<file path="config.mk">
export PLATFORM = sky130hd
export DESIGN_NAME = pwm_period_duty_calculator
export DESIGN_NICKNAME = d
export VERILOG_FILES = /design/src/hw/rtl/pwmc_pkg.sv /design/src/hw/rtl/pwm_period_duty_calculator.sv /design/src/hw/rtl/pwmc_front.sv /design/src/hw/rtl/pwmc_queue.sv /design/src/hw/rtl/pwmc_back.sv
export SDC_FILE = /design/constraint.sdc
export NUM_CORES = 2
export LEC_CHECK = 0
export ABC_AREA = 1
export BUFFER_PORTS_ARGS = -buffer_cell sky130_fd_sc_hd__buf_2
export CAP_MARGIN = 25
export CORE_AREA = 5 5 247 346
export CTS_BUF_LIST = sky130_fd_sc_hd__clkbuf_8
export CTS_CLUSTER_SIZE = 40
export DETAILED_ROUTE_END_ITERATION = 8
export DIE_AREA = 0 0 252 351
export PLACE_DENSITY = 0.75
export SLEW_MARGIN = 5
export SYNTH_ARGS = -nofsm -noshare
export SYNTH_HDL_FRONTEND = slang
export SYNTH_SLANG_ARGS = --single-unit
</file>
<file path="constraint.sdc">
create_clock -name clk -period 26.8 [get_ports clk]
set_input_delay 5.36 -clock clk [delete_from_list [all_inputs] [get_ports clk]]
set_output_delay 5.36 -clock clk [all_outputs]
set_load 0.01 [all_outputs]
</file>
<file path="src/hw/rtl/pwmc_pkg.sv">
// Shared types, constants and the oscillator table of the PWM period/duty calculator.
// Used by every module of the block; depends on nothing.
package pwmc_pkg;

  localparam int FREQ_W   = 20;
  localparam int DUTY_W   = 10;
  localparam int OSC_W    = 24;
  localparam int DEN_W    = 24;  // 2 * 4 * prescale * f
  localparam int NUM_W    = 25;  // 2 * fosc + 4 * prescale * f
  localparam int QUO_W    = 9;   // rounded quotient never exceeds 484
  localparam int PERIOD_W = 8;
  localparam int M_W      = 19;  // (period + 1) * duty
  localparam int RECIP_W  = 13;
  localparam int PROD_W   = M_W + RECIP_W;
  localparam int DUTYQ_W  = PROD_W - 20;

  localparam int QUEUE_DEPTH = 4;

  localparam logic [FREQ_W-1:0]   PRESCALE_LIMIT = 20'd8000;
  localparam logic [FREQ_W-1:0]   SELECT_LIMIT   = 20'd488;
  localparam logic [1:0]          PRESCALE_1     = 2'd0;
  localparam logic [1:0]          PRESCALE_16    = 2'd2;
  localparam logic [2:0]          SEL_FASTEST    = 3'd7;
  localparam logic [PERIOD_W-1:0] PERIOD_MAX     = 8'd255;
  localparam logic [RECIP_W-1:0]  DUTY_RECIP     = 13'd4194;  // floor(2^20 / 250)
  localparam int                  DUTY_SHIFT     = 20;
  localparam logic [M_W-1:0]      DUTY_DIV       = 19'd250;
  localparam logic [DUTY_W-1:0]   DUTY_MAX       = 10'd1023;

  typedef struct packed {
    logic [FREQ_W-1:0] frequency_hz;
    logic [DUTY_W-1:0] duty_tenths;
  } req_t;

  typedef struct packed {
    logic [2:0]          clock_select;
    logic [1:0]          prescale_code;
    logic [PERIOD_W-1:0] period_value;
    logic [DUTY_W-1:0]   duty_value;
    logic                out_of_range;
  } res_t;

  // Classified request handed from the front end to the back end.
  typedef struct packed {
    logic              zero;
    logic [2:0]        sel;
    logic [1:0]        pcode;
    logic [DUTY_W-1:0] duty;
    logic [NUM_W-1:0]  num;
    logic [DEN_W-1:0]  den;
  } cls_t;

  function automatic logic [OSC_W-1:0] osc_hz(input logic [2:0] sel);
    logic [OSC_W-1:0] hz;
    case (sel)
      3'd0:    hz = 24'd31000;
      3'd1:    hz = 24'd125000;
      3'd2:    hz = 24'd250000;
      3'd3:    hz = 24'd500000;
      3'd4:    hz = 24'd1000000;
      3'd5:    hz = 24'd2000000;
      3'd6:    hz = 24'd4000000;
      default: hz = 24'd8000000;
    endcase
    return hz;
  endfunction

endpackage

</file>
<file path="src/hw/rtl/pwm_period_duty_calculator.sv">
// Top level of the PWM period/duty calculator: front end, decoupling queue, back end.
// Depends on pwmc_pkg, pwmc_front, pwmc_queue and pwmc_back.
//
// Turns a requested PWM frequency (Hz) and duty cycle (tenths of a percent) into
// timer settings: an oscillator select code, a prescale code (16 below 8000 Hz,
// else 1), an 8-bit period equal to round-half-up(fosc / (4 * prescale * f)) - 1
// clamped to 0..255, and a 10-bit duty compare value floor(4 * (period + 1) *
// duty / 1000) clamped to 1023. out_of_range flags a clamped period or a zero
// frequency; a zero frequency returns all other fields as zero. Requests are
// independent and each gives exactly one result word, in order. Both sides
// look like a queue: push a request word while full is low, pop a result word
// while empty is low. The block takes one word per cycle for as long as results
// are popped; every stage is pipelined: the nine-stage restoring divider retires
// one quotient bit per stage, followed by a clamp stage, a multiply stage and a
// reciprocal-correction stage for the duty value, all advancing together. With
// nothing stalled an accepted request passes through one front register, one
// queue slot, nine divider stages and three back stages to its result. While
// results are not popped the back end holds, the queue (QueueDepth words) fills,
// and full then rises.
module pwm_period_duty_calculator #(
  parameter int QueueDepth = pwmc_pkg::QUEUE_DEPTH
) (
  input  logic           clk,
  input  logic           rst,
  input  logic           push,
  output logic           full,
  input  pwmc_pkg::req_t request,
  output logic           empty,
  input  logic           pop,
  output pwmc_pkg::res_t result
);

  // front end to queue
  logic           enq;
  logic           enq_full;
  pwmc_pkg::cls_t enq_word;

  // queue to back end
  logic           deq;
  logic           q_empty;
  pwmc_pkg::cls_t deq_word;

  // Classify the request word and form the divide operands.
  pwmc_front u_front (
    .clk      (clk),
    .rst      (rst),
    .push     (push),
    .full     (full),
    .request  (request),
    .enq      (enq),
    .enq_full (enq_full),
    .cls      (enq_word)
  );

  // Hold classified words so the front keeps accepting while the back stalls.
  pwmc_queue #(
    .Depth (QueueDepth)
  ) u_queue (
    .clk   (clk),
    .rst   (rst),
    .push  (enq),
    .full  (enq_full),
    .wdata (enq_word),
    .pop   (deq),
    .empty (q_empty),
    .rdata (deq_word)
  );

  // Divide, clamp the period, scale the duty; drop the word on pop.
  pwmc_back u_back (
    .clk    (clk),
    .rst    (rst),
    .avail  (!q_empty),
    .deq    (deq),
    .cls    (deq_word),
    .empty  (empty),
    .pop    (pop),
    .result (result)
  );

`ifndef ASSERT_OFF
  // Only the two prescale codes are ever produced.
  a_pcode_legal: assert property (@(posedge clk) disable iff (rst)
    !empty |-> (result.prescale_code == pwmc_pkg::PRESCALE_1 ||
                result.prescale_code == pwmc_pkg::PRESCALE_16))
    else $error("illegal prescale code on result");

  // Prescale 1 means f >= 8000 (fastest clock, in-range period) or a zero frequency.
  a_fast_path: assert property (@(posedge clk) disable iff (rst)
    (!empty && result.prescale_code == pwmc_pkg::PRESCALE_1) |->
      ((result.clock_select == pwmc_pkg::SEL_FASTEST && !result.out_of_range) ||
       (result.clock_select == '0 && result.period_value == '0 &&
        result.duty_value == '0 && result.out_of_range)))
    else $error("fast-path result with wrong clock or range flag");

  // full can only rise after a word was pushed in the cycle before.
  a_full_cause: assert property (@(posedge clk) disable iff (rst)
    $rose(full) |-> $past(push))
    else $error("full rose without a pushed word");
`endif

endmodule

</file>
<file path="src/hw/rtl/pwmc_front.sv">
// Front end: accepts a request word, picks clock and prescale, forms the divide operands.
// Depends on pwmc_pkg.
module pwmc_front (
  input  logic            clk,
  input  logic            rst,
  input  logic            push,
  output logic            full,
  input  pwmc_pkg::req_t  request,
  output logic            enq,
  input  logic            enq_full,
  output pwmc_pkg::cls_t  cls
);

  logic           valid;
  pwmc_pkg::cls_t cls_next;
  logic           accept;

  assign full   = valid && enq_full;
  assign accept = push && !full;
  assign enq    = valid && !enq_full;

  always_comb begin
    logic [pwmc_pkg::FREQ_W-1:0]  f;
    logic [pwmc_pkg::DEN_W-2:0]   den4;
    logic                         slow;
    f    = request.frequency_hz;
    slow = f < pwmc_pkg::PRESCALE_LIMIT;
    cls_next.zero  = (f == '0);
    cls_next.duty  = request.duty_tenths;
    cls_next.pcode = slow ? pwmc_pkg::PRESCALE_16 : pwmc_pkg::PRESCALE_1;
    // thresholds halve per code; a later hit overrides with the faster clock
    cls_next.sel = '0;
    for (int k = 6; k >= 0; k--) begin
      if (f > (pwmc_pkg::SELECT_LIMIT >> k)) begin
        cls_next.sel = 3'(7 - k);
      end
    end
    den4 = slow ? {f[pwmc_pkg::DEN_W-8:0], 6'd0} : {1'b0, f, 2'd0};
    cls_next.den = {den4, 1'b0};
    cls_next.num = {pwmc_pkg::osc_hz(cls_next.sel), 1'b0} + pwmc_pkg::NUM_W'(den4);
  end

  always_ff @(posedge clk) begin
    if (rst) begin
      valid <= 1'b0;
    end else if (accept) begin
      valid <= 1'b1;
    end else if (enq) begin
      valid <= 1'b0;
    end
    if (accept) begin
      cls <= cls_next;
    end
  end

endmodule

</file>
<file path="src/hw/rtl/pwmc_queue.sv">
// Short register queue that decouples the front end from the back end.
// Depends on pwmc_pkg.
module pwmc_queue #(
  parameter int Depth = pwmc_pkg::QUEUE_DEPTH
) (
  input  logic           clk,
  input  logic           rst,
  input  logic           push,
  output logic           full,
  input  pwmc_pkg::cls_t wdata,
  input  logic           pop,
  output logic           empty,
  output pwmc_pkg::cls_t rdata
);

  localparam int PTR_W = (Depth > 1) ? $clog2(Depth) : 1;
  localparam int CNT_W = $clog2(Depth + 1);
  localparam logic [PTR_W-1:0] LAST = PTR_W'(Depth - 1);

  pwmc_pkg::cls_t   mem [Depth];
  logic [PTR_W-1:0] wr_ptr;
  logic [PTR_W-1:0] rd_ptr;
  logic [CNT_W-1:0] count;
  logic             do_push;
  logic             do_pop;

  assign full    = (count == CNT_W'(Depth));
  assign empty   = (count == '0);
  assign do_push = push && !full;
  assign do_pop  = pop && !empty;
  assign rdata   = mem[rd_ptr];

  always_ff @(posedge clk) begin
    if (rst) begin
      wr_ptr <= '0;
      rd_ptr <= '0;
      count  <= '0;
    end else begin
      if (do_push) begin
        wr_ptr <= (wr_ptr == LAST) ? '0 : wr_ptr + 1'b1;
      end
      if (do_pop) begin
        rd_ptr <= (rd_ptr == LAST) ? '0 : rd_ptr + 1'b1;
      end
      if (do_push && !do_pop) begin
        count <= count + 1'b1;
      end else if (do_pop && !do_push) begin
        count <= count - 1'b1;
      end
    end
    if (do_push) begin
      mem[wr_ptr] <= wdata;
    end
  end

endmodule

</file>
<file path="src/hw/rtl/pwmc_back.sv">
// Back end: restoring divider (one quotient bit per stage), period clamp, duty scaling.
// Depends on pwmc_pkg.
module pwmc_back (
  input  logic           clk,
  input  logic           rst,
  input  logic           avail,
  output logic           deq,
  input  pwmc_pkg::cls_t cls,
  output logic           empty,
  input  logic           pop,
  output pwmc_pkg::res_t result
);

  localparam int QW = pwmc_pkg::QUO_W;
  localparam int TW = pwmc_pkg::DEN_W + QW;

  typedef struct packed {
    logic                        zero;
    logic [2:0]                  sel;
    logic [1:0]                  pcode;
    logic [pwmc_pkg::DUTY_W-1:0] duty;
    logic [pwmc_pkg::NUM_W-1:0]  rem;
    logic [pwmc_pkg::DEN_W-1:0]  den;
    logic [QW-1:0]               quo;
  } div_t;

  typedef struct packed {
    logic                          zero;
    logic                          flag;
    logic [2:0]                    sel;
    logic [1:0]                    pcode;
    logic [pwmc_pkg::PERIOD_W-1:0] period;
    logic [pwmc_pkg::M_W-1:0]      m;
  } per_t;

  typedef struct packed {
    per_t                        per;
    logic [pwmc_pkg::PROD_W-1:0] prod;
  } mul_t;

  logic adv;
  div_t div_in  [QW];
  div_t div_out [QW];
  div_t div_r   [QW];
  logic div_v   [QW];
  per_t per_next;
  per_t per_r;
  logic per_v;
  mul_t mul_r;
  logic mul_v;
  pwmc_pkg::res_t res_next;
  logic out_v;

  // whole pipe moves together; it only holds while a finished word waits
  assign adv   = !out_v || pop;
  assign deq   = adv && avail;
  assign empty = !out_v;

  always_comb begin
    div_in[0].zero  = cls.zero;
    div_in[0].sel   = cls.sel;
    div_in[0].pcode = cls.pcode;
    div_in[0].duty  = cls.duty;
    div_in[0].rem   = cls.num;
    div_in[0].den   = cls.den;
    div_in[0].quo   = '0;
  end

  for (genvar s = 0; s < QW; s++) begin : g_div
    if (s > 0) begin : g_link
      assign div_in[s] = div_r[s-1];
    end

    always_comb begin
      logic [TW-1:0] diff;
      logic          bit_q;
      diff  = TW'(div_in[s].rem) - (TW'(div_in[s].den) << (QW - 1 - s));
      bit_q = !diff[TW-1];
      div_out[s]     = div_in[s];
      div_out[s].quo = {div_in[s].quo[QW-2:0], bit_q};
      if (bit_q) begin
        div_out[s].rem = diff[pwmc_pkg::NUM_W-1:0];
      end
    end

    always_ff @(posedge clk) begin
      if (rst) begin
        div_v[s] <= 1'b0;
      end else if (adv) begin
        div_v[s] <= (s == 0) ? avail : div_v[(s > 0) ? s - 1 : 0];
      end
      if (adv) begin
        div_r[s] <= div_out[s];
      end
    end
  end

  // round-half-up quotient minus one, clamped to the 8-bit period
  always_comb begin
    logic [QW-1:0] q;
    q = div_r[QW-1].quo;
    per_next.zero  = div_r[QW-1].zero;
    per_next.sel   = div_r[QW-1].sel;
    per_next.pcode = div_r[QW-1].pcode;
    per_next.flag  = 1'b0;
    if (q == '0) begin
      per_next.period = '0;
      per_next.flag   = 1'b1;
    end else if (q > QW'({1'b0, pwmc_pkg::PERIOD_MAX}) + 1'b1) begin
      per_next.period = pwmc_pkg::PERIOD_MAX;
      per_next.flag   = 1'b1;
    end else begin
      per_next.period = pwmc_pkg::PERIOD_W'(q - 1'b1);
    end
    per_next.m = (pwmc_pkg::M_W'(per_next.period) + 1'b1) *
                 pwmc_pkg::M_W'(div_r[QW-1].duty);
  end

  // duty = floor(m / 250): reciprocal estimate is exact or one low
  always_comb begin
    logic [pwmc_pkg::DUTYQ_W-1:0] q0;
    logic [pwmc_pkg::M_W-1:0]     r;
    q0 = mul_r.prod[pwmc_pkg::PROD_W-1:pwmc_pkg::DUTY_SHIFT];
    r  = mul_r.per.m - pwmc_pkg::M_W'(q0 * pwmc_pkg::DUTY_DIV);
    if (r >= pwmc_pkg::DUTY_DIV) begin
      q0 = q0 + 1'b1;
    end
    res_next.clock_select  = mul_r.per.sel;
    res_next.prescale_code = mul_r.per.pcode;
    res_next.period_value  = mul_r.per.period;
    res_next.out_of_range  = mul_r.per.flag;
    res_next.duty_value    = (q0 > pwmc_pkg::DUTYQ_W'(pwmc_pkg::DUTY_MAX)) ?
                             pwmc_pkg::DUTY_MAX : q0[pwmc_pkg::DUTY_W-1:0];
    if (mul_r.per.zero) begin
      res_next = '0;
      res_next.out_of_range = 1'b1;
    end
  end

  always_ff @(posedge clk) begin
    if (rst) begin
      per_v <= 1'b0;
      mul_v <= 1'b0;
      out_v <= 1'b0;
    end else if (adv) begin
      per_v <= div_v[QW-1];
      mul_v <= per_v;
      out_v <= mul_v;
    end
    if (adv) begin
      per_r      <= per_next;
      mul_r.per  <= per_r;
      mul_r.prod <= pwmc_pkg::PROD_W'(per_r.m) * pwmc_pkg::PROD_W'(pwmc_pkg::DUTY_RECIP);
      result     <= res_next;
    end
  end

endmodule

</file>
==> summary.md <==
| Metric | Value |
|---|---|
| Filler-free cell count of the finished design | `5723` |
| Net count, final | `5079` |
| Final weighted congestion of routability-driven global placement | `0.903` |
| Number of synthesized register bits | `923` |
| Max cap viols | `0` |
| Synth cell count leaders | `edfxtp_1 (910), nand2_1 (687), inv_1 (682)` |
| Part of the Yosys area used for sequential elements | `56.6%` |
| Master cell of the clock root buffer | `clkbuf_8` |
| Share of cells above drive strength 1 | `6.53%` |
| Number of antenna-violating nets in the routed design | `0` |
| Fmax achieved | `106 MHz` |
| Count of filler cells inserted in the layout | `6405` |
| Number of ports placed on the die boundary | `60` |
| Number of vias after detailed routing | `30900` |
| Clock tree buffer depth | `3` |
| Count of pins over their slew limit | `0` |
| Total clock sinks | `923` |
| Wire length of the first global-routing pass | `155 mm` |
| Initial antenna violation count | `1` |
| Largest area contributor in the netlist | `edfxtp_1` |
| Inst Count DP | `5468` |
| Most repeated library cell on the critical path | `nand2_1` |
| Worst slew slack as a fraction of its limit | `25.1%` |
| Leading register cell type out of synthesis | `edfxtp_1` |
| Warnings from Yosys | `0` |
| Clock latency reported for the late side of the worst-skew pair | `830 ps` |
| Number of enable flip-flop cells after synthesis | `910` |
| Remaining DRCs | `0` |
| Unrepaired setup endpoints after global routing | `false` |
| Synth top area share | `56.1%` |
| Type of the worst setup path | `in2reg` |
| Iteration-0 DRC count of the detailed router | `1659` |
| Clock period minus worst slack | `9470 ps` |
| Setup TNS Final | `0 ps` |
| Area of the multi-input gates | `18300 um^2` |
| CP top delay family | `simple AND/OR/NAND/NOR gates` |
| Number of hold-slack violations in the final timing report | `0` |
| Outcome | `completed` |
| Pin slew with the least headroom to its limit | `1120 ps` |
| Worst-path clk slew | `60 ps` |
| Clock buffer count from CTS | `142` |
| CTS tree | `yes` |
| Post-CTS Setup Repair Bufs | `0` |
| Worst setup slack after layout | `17330 ps` |
| Row count | `125` |
| Die extent in y | `351 um` |
| Deepest level of the CTS H-tree | `4` |
| Area contributors post-synth | `edfxtp_1 (56%), ha_1 (9.8%), fa_1 (5.4%), nand2_1 (5.3%), inv_1 (5.3%)` |
| Post-synthesis instance area | `48700 um^2` |
| Asr flop ratio synth | `0%` |
| Final Setup Violations | `0` |
| Post-cts hold buffer count | `0` |
| Die width | `252 um` |
| Mean Syn Cell Area | `11.1 um^2` |
| Core ar. | `82100 um^2` |
| Grt ovf | `0` |
| Crit path capture type | `flop` |
| Worst Setup Slack post-DPL | `16530 ps` |
| Pin count of the biggest net entering global routing | `199` |
| Type of element launching the critical path | `input pin` |
| Period Utilization, post-route | `35.3%` |
| Largest driver fanout on the critical path | `21` |
| Area Growth Syn to Fin | `8.72%` |
| Vias per Instance | `5.40` |
| Post_cts resized | `0` |
| Worst path arrival time | `10040 ps` |
| DRT Wirelength | `95.0 mm` |
| Worst Path Required | `27370 ps` |
| Effective utilization at floorplan | `59.3%` |
| Via count of the first global-routing pass | `32000` |
| Global router's overall resource usage | `21.8%` |
| Critical path buffers and inverters | `4` |
| Worst clock skew | `42.7 ps` |
| Iteration count of the initial detailed-routing pass | `6` |
| Class of the worst hold path | `reg2reg` |
| Placed wire-length estimate after detailed placement | `69.8 mm` |
| Footprint of the flip-flops and latches | `27600 um^2` |
| Detailed-route wire length per cell | `16.6 um` |
| Synthesized instance count | `4385` |
| Delay of the slowest cell on the worst path | `370 ps` |
| Synth unique cells | `56` |
| Full die area | `88500 um^2` |
| Total of buffers placed on input and output ports | `58` |
| CP max stage cell | `nand2_1` |
| Most repeated cell in the gate-level netlist after synthesis | `edfxtp_1` |
## metrics by stage
step | hold slack [ps] | instance area, um^2 | utilization, %
after global routing | 394 | 53000 | 64.5
after global placement | 400 | 50200 | 61.2
after CTS | 387 | 52900 | 64.5
final | 397 | 53000 | 64.5
after detailed placement | 405 | 50200 | 61.2
after floorplan | 400 | 48700 | -
## layout make-up
class | instances | area share (%)
flip-flops and latches | 923 | 52.1
multi-input cells | 2699 | 34.5
inverters | 692 | 4.92
clock buffers | 142 | 3.69
well taps | 1079 | 2.55
clock inverters | 111 | 1.38
repair buffers | 76 | 0.888
diodes | 1 | 0.00473
## final timing paths
kind,start,endpoint,cells after the start,slack (ps)
worst max register to register,u_back.mul_r[25],u_back.result[1],34,19750
worst min-delay path,u_back.div_r[0][449],u_back.div_r[0][524],0,400
worst max-delay path,request[29],u_front.cls[48],28,17330
worst min register to register,u_back.div_r[0][449],u_back.div_r[0][524],0,400
## worst reg2reg max path, delay by kind of cell (launching register included)
kind | cells | cell delay, ps
compound gates | 5 | 880
xor+xnor | 1 | 100
fa+ha+maj | 6 | 2760
buf+inv | 7 | 630
flops | 1 | 480
simple gates | 15 | 1950
## state kept, by name (all words and copies together), names as in the netlist, named ones only
signal          count
u_back.div_r      516
u_back.div_v        9
u_back.mul_r       44
u_back.mul_v        1
u_back.out_v        1
u_back.per_r       33
u_back.per_v        1
u_back.result      23
u_front.cls        57
u_front.valid       1
u_queue.count       3
u_queue.mem       228
u_queue.rd_ptr      2
u_queue.wr_ptr      2
## layout by cell type, fill, tap and decap left out, types with 6 or more instances in the layout
master / n
o31ai_1: 9
o22ai_1: 45
nand3_1: 124
dfxtp_1: 12
o21bai_1: 12
nand3b_1: 6
a21boi_0: 9
bufinv_16: 6
fa_1: 131
nor4_1: 14
ha_1: 380
clkinv_2: 12
buf_4: 15
or2_2: 14
nor3_1: 29
inv_1: 725
o21ai_2: 6
o211ai_1: 10
inv_2: 9
a31oi_1: 30
a32oi_1: 16
clkbuf_8: 142
a21oi_1: 300
buf_2: 58
a21o_1: 14
xnor2_1: 82
nand4_1: 33
xor2_1: 82
o21ai_1: 19
o21ai_0: 249
nor2_1: 339
edfxtp_1: 910
nand2_1: 687
o221ai_1: 6
clkinv_1: 35
## metal layers
| metal | up-vias | global-route usage [%] | routed length (um) |
|---|---|---|---|
| met2 | 595 | 42.1 | 52400 |
| met1 | 14700 | 22.3 | 34200 |
| li1 | 15400 | - | - |
| met5 | - | 0 | 0 |
| met3 | 240 | 3.26 | 3080 |
| met4 | 0 | 11.9 | 5260 |
## logic make-up after synthesis
kind of cell	after synthesis	share of synthesized area, %
AOI/OAI and AO/OA	745	8.47
xor gates and xnor gates	164	2.95
adders and majority gates	511	15.1
buffers and inverters	765	5.98
DFF	923	56.6
other	1	0.00770
and+or+nand+nor	1276	10.8
Power is left out: the tool's default activity adds up to more than one toggle a clock period on the data nets, which glitch-free logic cannot reach.
